$ cat config.mk
export PLATFORM = sky130hd
export DESIGN_NAME = i2c_master_bit_sequencer
export DESIGN_NICKNAME = d
export VERILOG_FILES = /design/src/rtl/core/i2cbs_pkg.sv /design/src/rtl/core/i2c_master_bit_sequencer.sv /design/src/rtl/core/i2cbs_seq.sv
export VERILOG_INCLUDE_DIRS = /design/src /design/src/rtl/core
export SDC_FILE = /design/constraint.sdc
export NUM_CORES = 1
export LEC_CHECK = 0
export ABC_CLOCK_PERIOD_IN_PS = 2600
export BUFFER_PORTS_ARGS = -buffer_cell sky130_fd_sc_hd__buf_2
export CELL_PAD_IN_SITES_DETAIL_PLACEMENT = 0
export CELL_PAD_IN_SITES_GLOBAL_PLACEMENT = 2
export CORE_MARGIN = 3
export CORE_UTILIZATION = 32
export DETAILED_ROUTE_END_ITERATION = 7
export HOLD_SLACK_MARGIN = 0.08
export PLACE_DENSITY = 0.75
export SYNTH_ARGS = -nofsm -noshare
export SYNTH_HDL_FRONTEND = slang
export SYNTH_SLANG_ARGS = --single-unit
$ cat constraint.sdc
create_clock -name clk -period 2.6 [get_ports clk]
set_input_delay 0.39 -clock clk [delete_from_list [all_inputs] [get_ports clk]]
set_output_delay 0.39 -clock clk [all_outputs]
set_load 0.03 [all_outputs]
$ cat src/rtl/core/i2c_master_bit_sequencer_macros.svh
// Assertion macros shared by the I2C master bit sequencer RTL.
// Each macro expects clk and arst_n to be visible in the module that uses it.
`ifndef I2C_MASTER_BIT_SEQUENCER_MACROS_SVH
`define I2C_MASTER_BIT_SEQUENCER_MACROS_SVH

// Same-cycle implication, checked while out of reset.
`define I2CBS_ASSERT_NOW(label, ante, cons, msg) \
	label: assert property (@(posedge clk) disable iff (!arst_n) (ante) |-> (cons)) \
		else $error(msg);

// Next-cycle implication, checked while out of reset.
`define I2CBS_ASSERT_NEXT(label, ante, cons, msg) \
	label: assert property (@(posedge clk) disable iff (!arst_n) (ante) |=> (cons)) \
		else $error(msg);

`endif

$ cat src/rtl/core/i2cbs_pkg.sv
// Types and constants for the I2C master bit sequencer.
// Used by i2cbs_seq and the top level i2c_master_bit_sequencer; no dependencies.
package i2cbs_pkg;

	localparam int BYTE_BITS = 8;

	localparam logic [2:0] KIND_TICK      = 3'd0;
	localparam logic [2:0] KIND_START     = 3'd1;
	localparam logic [2:0] KIND_STOP      = 3'd2;
	localparam logic [2:0] KIND_WRITE     = 3'd3;
	localparam logic [2:0] KIND_READ_ACK  = 3'd4;
	localparam logic [2:0] KIND_READ_NACK = 3'd5;

	localparam logic [7:0] ACK_TIMEOUT_RESET = 8'd250;

	typedef enum logic [4:0] {
		PH_IDLE,
		PH_START2,
		PH_START3,
		PH_START4,
		PH_STOP2,
		PH_STOP3,
		PH_STOP4,
		PH_WBIT_A,
		PH_WBIT_B,
		PH_WBIT_C,
		PH_WREL,
		PH_WPOLL,
		PH_ESTOP2,
		PH_ESTOP3,
		PH_ESTOP4,
		PH_RBIT_A,
		PH_RBIT_B,
		PH_RACK_A,
		PH_RACK_B,
		PH_RACK_C
	} phase_t;

	// One input word.
	typedef struct packed {
		logic [2:0]           kind;
		logic [BYTE_BITS-1:0] write_byte;
		logic                 sda_in;
	} tick_t;

	// One result word.
	typedef struct packed {
		logic [BYTE_BITS-1:0] read_data;
		logic                 ack_error;
		logic                 done_res;
		logic                 busy_res;
		logic                 sda_drive;
		logic                 sda_out;
		logic                 scl;
	} res_t;

endpackage

$ cat src/rtl/core/i2c_master_bit_sequencer.sv
// I2C master bit sequencer, top level: stream ports, timeout register and
// output register. Depends on i2cbs_pkg, i2cbs_seq and the macros header.
//
// Every input word is one bus tick and yields exactly one result word in the
// cycle after it is taken. The sequencer state and the result register update
// together on acceptance, and s_tready stays high while the result register is
// empty or being drained, so the rate is one word per clock while m_tready
// holds. A command in s_tuser starts a line sequence only when the sequencer
// is idle. The acknowledge timeout is written through cfg_wr_en / cfg_wr_data
// and should change only while idle.
`include "i2c_master_bit_sequencer_macros.svh"

module i2c_master_bit_sequencer (
	input  logic        clk,
	input  logic        arst_n,
	input  logic        cfg_wr_en,
	input  logic [7:0]  cfg_wr_data,
	input  logic        s_tvalid,
	output logic        s_tready,
	input  logic [15:0] s_tdata,   // write_byte[7:0], sda_in[8], zero[15:9]
	input  logic [2:0]  s_tuser,   // kind[2:0]
	output logic        m_tvalid,
	input  logic        m_tready,
	output logic [15:0] m_tdata    // scl[0], sda_out[1], sda_drive[2], busy_res[3],
	                               // done_res[4], ack_error[5], read_data[13:6],
	                               // zero[15:14]
);

	logic [7:0]        timeout_q;
	logic              accept;
	i2cbs_pkg::tick_t  tick;
	i2cbs_pkg::res_t   res;
	i2cbs_pkg::res_t   res_q;

	always_ff @(posedge clk or negedge arst_n) begin
		if (!arst_n) begin
			timeout_q <= i2cbs_pkg::ACK_TIMEOUT_RESET;
		end else if (cfg_wr_en) begin
			timeout_q <= cfg_wr_data;
		end
	end

	assign s_tready = !m_tvalid || m_tready;
	assign accept   = s_tvalid && s_tready;

	assign tick.kind       = s_tuser;
	assign tick.write_byte = s_tdata[7:0];
	assign tick.sda_in     = s_tdata[8];

	i2cbs_seq u_seq (
		.clk         (clk),
		.arst_n      (arst_n),
		.advance     (accept),
		.tick        (tick),
		.ack_timeout (timeout_q),
		.res         (res)
	);

	always_ff @(posedge clk or negedge arst_n) begin
		if (!arst_n) begin
			m_tvalid <= 1'b0;
		end else if (s_tready) begin
			m_tvalid <= s_tvalid;
		end
	end

	always_ff @(posedge clk) begin
		if (accept) begin
			res_q <= res;
		end
	end

	assign m_tdata = {2'b00, res_q.read_data, res_q.ack_error, res_q.done_res,
		res_q.busy_res, res_q.sda_drive, res_q.sda_out, res_q.scl};

	`I2CBS_ASSERT_NEXT(a_word_out, accept, m_tvalid, "accepted word produced no result")
	`I2CBS_ASSERT_NOW(a_backpressure, m_tvalid && !m_tready, !s_tready, "took a word while stalled")
	`I2CBS_ASSERT_NOW(a_done_idle, m_tvalid && res_q.done_res, !res_q.busy_res, "done while busy")
	`I2CBS_ASSERT_NOW(a_err_done, m_tvalid && res_q.ack_error, res_q.done_res, "error without done")

endmodule

$ cat src/rtl/core/i2cbs_seq.sv
// Bit-level sequencer: phase register, shift register, bit and poll counters, and the
// next-state logic for one tick. Depends on i2cbs_pkg.
module i2cbs_seq (
	input  logic               clk,
	input  logic               arst_n,
	input  logic               advance,
	input  i2cbs_pkg::tick_t   tick,
	input  logic [7:0]         ack_timeout,
	output i2cbs_pkg::res_t    res
);

	i2cbs_pkg::phase_t                   phase_q, phase_d;
	logic [3:0]                          bit_count_q, bit_count_d;
	logic [i2cbs_pkg::BYTE_BITS-1:0]     shift_q, shift_d;
	logic [7:0]                          poll_q, poll_d;
	logic                                scl_q, scl_d;
	logic                                sda_q, sda_d;
	logic                                drive_q, drive_d;
	logic                                send_ack_q, send_ack_d;
	logic [i2cbs_pkg::BYTE_BITS-1:0]     rx_byte_q, rx_byte_d;
	logic [8:0]                          poll_inc;
	logic                                done, err;

	always_ff @(posedge clk or negedge arst_n) begin
		if (!arst_n) begin
			phase_q     <= i2cbs_pkg::PH_IDLE;
			bit_count_q <= '0;
			shift_q     <= '0;
			poll_q      <= '0;
			scl_q       <= 1'b1;
			sda_q       <= 1'b1;
			drive_q     <= 1'b0;
			send_ack_q  <= 1'b0;
			rx_byte_q   <= '0;
		end else if (advance) begin
			phase_q     <= phase_d;
			bit_count_q <= bit_count_d;
			shift_q     <= shift_d;
			poll_q      <= poll_d;
			scl_q       <= scl_d;
			sda_q       <= sda_d;
			drive_q     <= drive_d;
			send_ack_q  <= send_ack_d;
			rx_byte_q   <= rx_byte_d;
		end
	end

	assign poll_inc = {1'b0, poll_q} + 9'd1;

	always_comb begin
		phase_d     = phase_q;
		bit_count_d = bit_count_q;
		shift_d     = shift_q;
		poll_d      = poll_q;
		scl_d       = scl_q;
		sda_d       = sda_q;
		drive_d     = drive_q;
		send_ack_d  = send_ack_q;
		rx_byte_d   = rx_byte_q;
		done        = 1'b0;
		err         = 1'b0;
		case (phase_q)
			i2cbs_pkg::PH_IDLE: begin
				case (tick.kind)
					i2cbs_pkg::KIND_START: begin
						drive_d = 1'b1;
						sda_d   = 1'b1;
						phase_d = i2cbs_pkg::PH_START2;
					end
					i2cbs_pkg::KIND_STOP: begin
						drive_d = 1'b1;
						scl_d   = 1'b0;
						phase_d = i2cbs_pkg::PH_STOP2;
					end
					i2cbs_pkg::KIND_WRITE: begin
						// The first data bit goes out on the command tick itself.
						shift_d     = tick.write_byte;
						bit_count_d = '0;
						drive_d     = 1'b1;
						scl_d       = 1'b0;
						sda_d       = tick.write_byte[i2cbs_pkg::BYTE_BITS-1];
						phase_d     = i2cbs_pkg::PH_WBIT_B;
					end
					i2cbs_pkg::KIND_READ_ACK, i2cbs_pkg::KIND_READ_NACK: begin
						send_ack_d  = (tick.kind == i2cbs_pkg::KIND_READ_ACK);
						shift_d     = '0;
						bit_count_d = '0;
						drive_d     = 1'b0;
						scl_d       = 1'b0;
						phase_d     = i2cbs_pkg::PH_RBIT_A;
					end
					default: begin
					end
				endcase
			end
			i2cbs_pkg::PH_START2: begin
				scl_d   = 1'b1;
				phase_d = i2cbs_pkg::PH_START3;
			end
			i2cbs_pkg::PH_START3: begin
				sda_d   = 1'b0;
				phase_d = i2cbs_pkg::PH_START4;
			end
			i2cbs_pkg::PH_START4: begin
				scl_d   = 1'b0;
				phase_d = i2cbs_pkg::PH_IDLE;
				done    = 1'b1;
			end
			i2cbs_pkg::PH_STOP2: begin
				sda_d   = 1'b0;
				phase_d = i2cbs_pkg::PH_STOP3;
			end
			i2cbs_pkg::PH_STOP3: begin
				scl_d   = 1'b1;
				phase_d = i2cbs_pkg::PH_STOP4;
			end
			i2cbs_pkg::PH_STOP4: begin
				sda_d   = 1'b1;
				phase_d = i2cbs_pkg::PH_IDLE;
				done    = 1'b1;
			end
			i2cbs_pkg::PH_WBIT_A: begin
				scl_d   = 1'b0;
				sda_d   = shift_q[i2cbs_pkg::BYTE_BITS-1];
				phase_d = i2cbs_pkg::PH_WBIT_B;
			end
			i2cbs_pkg::PH_WBIT_B: begin
				scl_d   = 1'b1;
				phase_d = i2cbs_pkg::PH_WBIT_C;
			end
			i2cbs_pkg::PH_WBIT_C: begin
				scl_d       = 1'b0;
				shift_d     = {shift_q[i2cbs_pkg::BYTE_BITS-2:0], 1'b0};
				bit_count_d = bit_count_q + 4'd1;
				phase_d     = (bit_count_d >= 4'(i2cbs_pkg::BYTE_BITS)) ?
					i2cbs_pkg::PH_WREL : i2cbs_pkg::PH_WBIT_A;
			end
			i2cbs_pkg::PH_WREL: begin
				drive_d = 1'b0;
				scl_d   = 1'b1;
				poll_d  = '0;
				phase_d = i2cbs_pkg::PH_WPOLL;
			end
			i2cbs_pkg::PH_WPOLL: begin
				if (!tick.sda_in) begin
					scl_d   = 1'b0;
					phase_d = i2cbs_pkg::PH_IDLE;
					done    = 1'b1;
				end else if (poll_inc > {1'b0, ack_timeout}) begin
					// No acknowledge in time: fall into a stop sequence.
					poll_d  = '0;
					drive_d = 1'b1;
					scl_d   = 1'b0;
					phase_d = i2cbs_pkg::PH_ESTOP2;
				end else begin
					poll_d = poll_inc[7:0];
				end
			end
			i2cbs_pkg::PH_ESTOP2: begin
				sda_d   = 1'b0;
				phase_d = i2cbs_pkg::PH_ESTOP3;
			end
			i2cbs_pkg::PH_ESTOP3: begin
				scl_d   = 1'b1;
				phase_d = i2cbs_pkg::PH_ESTOP4;
			end
			i2cbs_pkg::PH_ESTOP4: begin
				sda_d   = 1'b1;
				phase_d = i2cbs_pkg::PH_IDLE;
				done    = 1'b1;
				err     = 1'b1;
			end
			i2cbs_pkg::PH_RBIT_A: begin
				scl_d   = 1'b1;
				phase_d = i2cbs_pkg::PH_RBIT_B;
			end
			i2cbs_pkg::PH_RBIT_B: begin
				shift_d     = {shift_q[i2cbs_pkg::BYTE_BITS-2:0], tick.sda_in};
				scl_d       = 1'b0;
				bit_count_d = bit_count_q + 4'd1;
				phase_d     = (bit_count_d >= 4'(i2cbs_pkg::BYTE_BITS)) ?
					i2cbs_pkg::PH_RACK_A : i2cbs_pkg::PH_RBIT_A;
			end
			i2cbs_pkg::PH_RACK_A: begin
				drive_d = 1'b1;
				sda_d   = !send_ack_q;
				scl_d   = 1'b0;
				phase_d = i2cbs_pkg::PH_RACK_B;
			end
			i2cbs_pkg::PH_RACK_B: begin
				scl_d   = 1'b1;
				phase_d = i2cbs_pkg::PH_RACK_C;
			end
			i2cbs_pkg::PH_RACK_C: begin
				scl_d     = 1'b0;
				rx_byte_d = shift_q;
				phase_d   = i2cbs_pkg::PH_IDLE;
				done      = 1'b1;
			end
			default: begin
				phase_d = i2cbs_pkg::PH_IDLE;
			end
		endcase
	end

	always_comb begin
		res.scl       = scl_d;
		res.sda_out   = sda_d;
		res.sda_drive = drive_d;
		res.busy_res  = (phase_d != i2cbs_pkg::PH_IDLE);
		res.done_res  = done;
		res.ack_error = err;
		res.read_data = rx_byte_d;
	end

endmodule
Word-level counts from Yosys, hierarchy flattened
Index checks and enable logic that the tools add are counted.
Storage, ports and cells
  output and inout port bits: 18
  bits of input ports: 32
  logic and storage cells: 99
  register bits after elaboration: 60
Cells by class
  reduce and logical (&&, ||, !) cells: 23
  multiplexer cells: 27
  add/sub/neg operators: 2
  equality and inequality tests: 27
  $lt $le $gt $ge: 2
Operator list (count)
  5-bit case mux with 16 select lines: 1
  5-bit by 4-bit == test with 1-bit output (second input constant): 8
  8-bit case mux with 2 select lines: 2
  8-bit two-way mux: 3
  8-bit case mux with 3 select lines: 1
  5-bit by 3-bit == test with 1-bit output (second input constant): 4
  5-bit == test (second input constant): 4
  5-bit case mux with 4 select lines: 1
  5-bit two-way mux: 3
  3-bit AND reduction: 4
  5-bit by 2-bit == test with 1-bit output (second input constant): 2
  8-bit by 1-bit adder with 9-bit output (second input constant): 1
  9-bit by 8-bit greater-than comparator with 1-bit output: 1
  3-bit OR reduction: 3
  4-bit two-way mux: 2
  1-bit case mux with 4 select lines: 2
  4-bit case mux with 2 select lines: 1
  4-bit OR reduction: 2
  1-bit two-way mux: 7
  7-bit OR reduction: 1
  3-bit by 2-bit == test with 1-bit output (second input constant): 2
  3-bit == test (second input constant): 2
  1-bit case mux with 2 select lines: 3
  2-bit OR reduction: 3
  other kinds (15): 18

Logic depth before layout (Yosys ltp)
  word-level depth: 6
  depth in mapped cells: 11
  depth with buffers taken out: 11

By module
Synthesis repeated with hierarchy kept, for this count alone.
Second synthesis, totals
  cell total of the unflattened synthesis: 356
  area total of the unflattened synthesis: 3558.4 sq um
Modules (own cells, without submodules)
  i2cbs_seq: cells each 318, seq. area each 928.4 sq um, area each 2736.4 sq um, instances 1
  i2c_master_bit_sequencer: cells each 38, seq. area each 653.1 sq um, area each 822.0 sq um, instances 1

Worst setup path before layout
OpenSTA, ideal clock, no wires.
  path kind: reg-to-reg
  start: register u_seq.poll_q[0]
  end: register u_seq.phase_q[0]
  required time: 2.474 ns
  stages on the path, launching flop included: 11
  library setup time: 0.126 ns
  slack: 0.145 ns
  arrival: 2.329 ns
  buffers on the path: 1
  path through: dfrtp_1 -> ha_1 -> nand3_1 -> xnor2_1 -> ha_1 -> nand3_1 -> o21bai_1 -> a211o_1 -> clkbuf_1 -> and3_1 -> o32a_1
On the way
  cells in the longest elaborated chain, start to end: 5
Ends and longest elaborated chain
  start: declaration: RTL line i2cbs_seq.sv:15  | logic [7:0] poll_q, poll_d;
  start signal: assignment: RTL line i2cbs_seq.sv:39  | poll_q <= poll_d;
  8-bit by 1-bit adder with 9-bit output: RTL line i2cbs_seq.sv:48  | assign poll_inc = {1'b0, poll_q} + 9'd1;
  9-bit by 8-bit greater-than comparator with 1-bit output: RTL line i2cbs_seq.sv:149  | end else if (poll_inc > {1'b0, ack_timeout}) begin
  5-bit two-way mux: RTL line i2cbs_seq.sv:149
  5-bit two-way mux: RTL line i2cbs_seq.sv:145  | if (!tick.sda_in) begin
  5-bit case mux with 16 select lines: RTL line i2cbs_seq.sv:62  | case (phase_q)
  end signal: assignment: RTL line i2cbs_seq.sv:26  | phase_q <= i2cbs_pkg::PH_IDLE;
  end signal: assignment: RTL line i2cbs_seq.sv:36  | phase_q <= phase_d;
  end: declaration: RTL line i2cbs_seq.sv:12  | i2cbs_pkg::phase_t phase_q, phase_d;
Every way passes these cells.
A chain may end at the register's enable or synchronous reset.

Final worst setup path
  start: register u_seq.poll_q[1]
  end: register u_seq.phase_q[0]
Same word-level chain as after synthesis.

==> summary.md <==
| Metric | Value |
|---|---|
| Row cnt | 37 |
| TritonCTS Sinks | 60 |
| Fillers | 1,084 |
| Vias/cell | 5.04 |
| Syn_area_per_cell | 8.90 um2 |
| DIE AREA | 12,200 um2 |
| Die Height | 110 um |
| Vias in the first global route | 2,880 |
| WL per Instance | 15.0 um |
| Synthesized-area fraction occupied by adder cells | 3.59% |
| Setup Total Neg Slack | 0 ps |
| First-pass GRT wire length | 14,400 um |
| Power Density | 989 nW/um2 |
| Required @ worst endpoint | 2820 ps |
| Clk buf depth | 2 |
| RR Endpoint | u_seq.phase_q[0]$_DFFE_PN0P_ |
| R2r startpoint | u_seq.poll_q[1]$_DFFE_PN0P_ |
| DP HPWL | 6290 um |
| Critical path origin | u_seq.poll_q[1]$_DFFE_PN0P_ |
| Util after Layout | 40.1% |
| Root buf cell | clkbuf_8 |
| Final ANT Viol Nets | 0 |
| Compound-cell area share of the yosys netlist | 16.8% |
| Critical Path Fanout Max | 5 |
| Starting DRT DRC Count | 128 |
| Min Tclk post-route | 2460 ps |
| Worst Setup End Kind | flop |
| Final-report hold violation count | 0 |
| Critical Path Sink | u_seq.phase_q[0]$_DFFE_PN0P_ |
| Reg2Reg Depth | 10 |
| Largest family of logic cells by synthesized area | simple AND/OR/NAND/NOR gates |
| Fin cells | 584 |
| Max_slew headroom | 57.5% |
| Port Buffers | 40 |
| Final setup viols | 0 |
| Largest net degree at the start of global routing | 47 |
| DR vias | 2,943 |
| Class of the worst hold path | primary input to async pin |
| Final clock skew | 7.39 ps |
| Core Region | 10,500 um2 |
| DR DRC count | 0 |
| Area Growth Syn to Fin | 20.3% |
| Peak VDD IR | 0.327 mV |
| Critical path class | flop to flop |
| Mapped Area | 3490 um2 |
| Multi-input combinational cell area | 1770 um2 |
| I/O pin cnt | 50 |
| RSZ-0062 raised after global routing | no |
| Simple-Gate Fraction of Synth Area | 23.0% |
| Pre-antenna DRT Iters | 4 |
| Ys async rst share | 76.7% |
| Initial antenna violation count | 0 |
| Die width | 110 um |
| Congestion Overflow GR | 0 |
| Sequential cell area fraction in the yosys report | 45.3% |
| Layout cell share with drive strength beyond 1 | 25.4% |
| P_leak | 1.79 nW |
| Post-synthesis mux area share | 3.23% |
| Ys flop type | dfrtp_1 |
| Xor/xnor share of the synthesized area | 2.51% |
| CTS Buf Count | 9 |
| Gpl congestion | 0.825 |
| GRT Util Overall | 14.6% |
| Data arrival, critical path | 2680 ps |
| Maxcap violations | 0 |
| Yosys reg bits | 60 |
| Reg-to-reg setup timing slack | 140 ps |
| Storage element area | 1580 um2 |
| Warnings, synthesis | 0 |
| Outcome | finished clean |
| CTS H-tree lvls | 3 |
| Clk Latency, worst-skew pair | 340 ps |
| Count of cell types in the netlist | 60 |
| CTS clk-pin slew, worst paths | 70 ps |
| CTS tree | built |
| Routed WL | 8740 um |
| Slew Viols, Final | 0 |
| Inst Count DP | 567 |
| Worst-Margin Slew | 638 ps |
| N_diodes | 0 |
| NumNets Final | 485 |
| Initial Util | 33.3% |
| # hold bufs at CTS | 0 |
| Fin crit share | 94.6% |
| Post-synth EDFFs | 14 |
| Mapped Cells | 392 |
| Maximum clock frequency | 0.407 GHz |
| Startpoint types | flop |
-- worst min path at each step --
stage,start,endpoint,slack (ps),depth (start not counted)
after floorplan,arst_n,m_tvalid$_DFFE_PN0N_,90,0
after global placement,u_seq.rx_byte_q[7]$_DFFE_PN0P_,u_seq.rx_byte_q[7]$_DFFE_PN0P_,450,2
after CTS,arst_n,u_seq.phase_q[4]$_DFFE_PN0P_,170,2
final,arst_n,timeout_q[0]$_DFFE_PN0P_,160,2
after detailed placement,u_seq.rx_byte_q[6]$_DFFE_PN0P_,u_seq.rx_byte_q[6]$_DFFE_PN0P_,470,2
after global routing,arst_n,u_seq.poll_q[3]$_DFFE_PN0P_,200,2
-- synth_stat cells, types with 3 or more instances --
| master | instances | share of area (%) |
|---|---|---|
| a22oi_1 | 4 | 0.86 |
| edfxtp_1 | 14 | 12 |
| dfrtp_1 | 38 | 27 |
| mux2_2 | 10 | 3.2 |
| nor3_1 | 3 | 0.43 |
| and3_1 | 4 | 0.72 |
| o21ai_0 | 33 | 4.7 |
| inv_1 | 18 | 1.9 |
| o22ai_1 | 3 | 0.54 |
| o211ai_1 | 5 | 1.1 |
| a31oi_1 | 5 | 0.90 |
| a21oi_1 | 14 | 2.0 |
| xnor2_1 | 8 | 2.0 |
| nand2b_1 | 9 | 1.6 |
| nor3b_1 | 3 | 0.65 |
| nor2b_1 | 9 | 1.6 |
| ha_1 | 10 | 3.6 |
| nand3_1 | 14 | 2.0 |
| nand4_1 | 8 | 1.4 |
| or3_1 | 4 | 0.72 |
| clkbuf_1 | 19 | 2.0 |
| and3b_1 | 4 | 1.0 |
| o31ai_1 | 4 | 0.86 |
| nand2_1 | 54 | 5.8 |
| dfstp_2 | 8 | 6.0 |
| nor2_1 | 43 | 4.6 |
-- registers in the layout, indices dropped and copies added (netlist names) --
register / flops
m_tdata: 14
timeout_q: 8
u_seq.poll_q: 8
u_seq.rx_byte_q: 8
u_seq.shift_q: 8
u_seq.phase_q: 5
u_seq.bit_count_q: 4
m_tvalid: 1
u_seq.drive_q: 1
u_seq.scl_q: 1
u_seq.sda_q: 1
u_seq.send_ack_q: 1
-- worst max-delay path: stages (launching register included) --
cell,delay (ps)
dfrtp_2,410
ha_4,170
and4_4,240
nand2_2,90
xnor2_2,150
ha_1,310
a21o_1,110
a21oi_1,70
o211a_1,260
and3_1,210
o32a_1,330
-- per-layer routing --
layer,global-route usage (%),wire length [um]
met4,6.24,142
met2,22.4,3990
met5,0,0
met3,2.85,341
met1,20.0,4270
-- cells in the final DEF, fill, tap and decap left out, types with 5 or more instances in the layout --
cell type / n
dfrtp_1: 36
nand2b_1: 9
a31oi_1: 5
xnor2_1: 6
o21ai_0: 33
o211ai_1: 5
nor2_1: 42
nor2b_1: 9
a21oi_1: 14
ha_1: 9
nand4_1: 8
dfstp_2: 8
mux2_2: 10
nand2_1: 52
nand3_1: 12
buf_2: 40
buf_4: 24
clkbuf_8: 9
edfxtp_1: 14
inv_1: 18
-- cell type report --
cell class,count,area share [%]
multi-input cells,289,42.2
flip-flops and latches,60,37.7
inverters,19,1.76
well taps,136,4.05
clock inverters,6,2.12
repair buffers,64,9.06
clock buffers,10,3.04
-- what timing repair did --
action,CTS,global route
gates resized for setup,1,12
setup buffers,0,1
cloned,0,0
endpoints found under the setup margin,1,13
pin swaps,0,5
-- where the power goes --
part           leakage, nW  switching [mW]  total [mW]  internal, mW
logic                 1.03           0.944        1.65         0.707
registers            0.655           0.263        1.57          1.30
clock network        0.102           0.391       0.931         0.540
-- cell families (layout without fill, tap and decap cells) --
family | Yosys count | after routing
AO/OA/AOI/OAI | 91 | 91
other | 1 | 2
multiplexers | 10 | 10
flip-flops | 60 | 60
XOR/XNOR | 10 | 10
AND/OR/NAND/NOR | 166 | 166
adder cells (fa/ha/maj) | 10 | 10
buffers and inverters | 44 | 99
-- through the flow --
stage	hold slack, ps	area, um2	setup WS, ps	total power [mW]
after detailed placement	470	3920	19.0	3.19
after CTS	168	4140	14.0	4.15
after global placement	453	3920	66.7	3.17
after global routing	197	4200	15.7	4.49
after floorplan	94.4	3490	145	2.71
final	160	4200	140	4.15
Power figures use the tool's default switching activity.
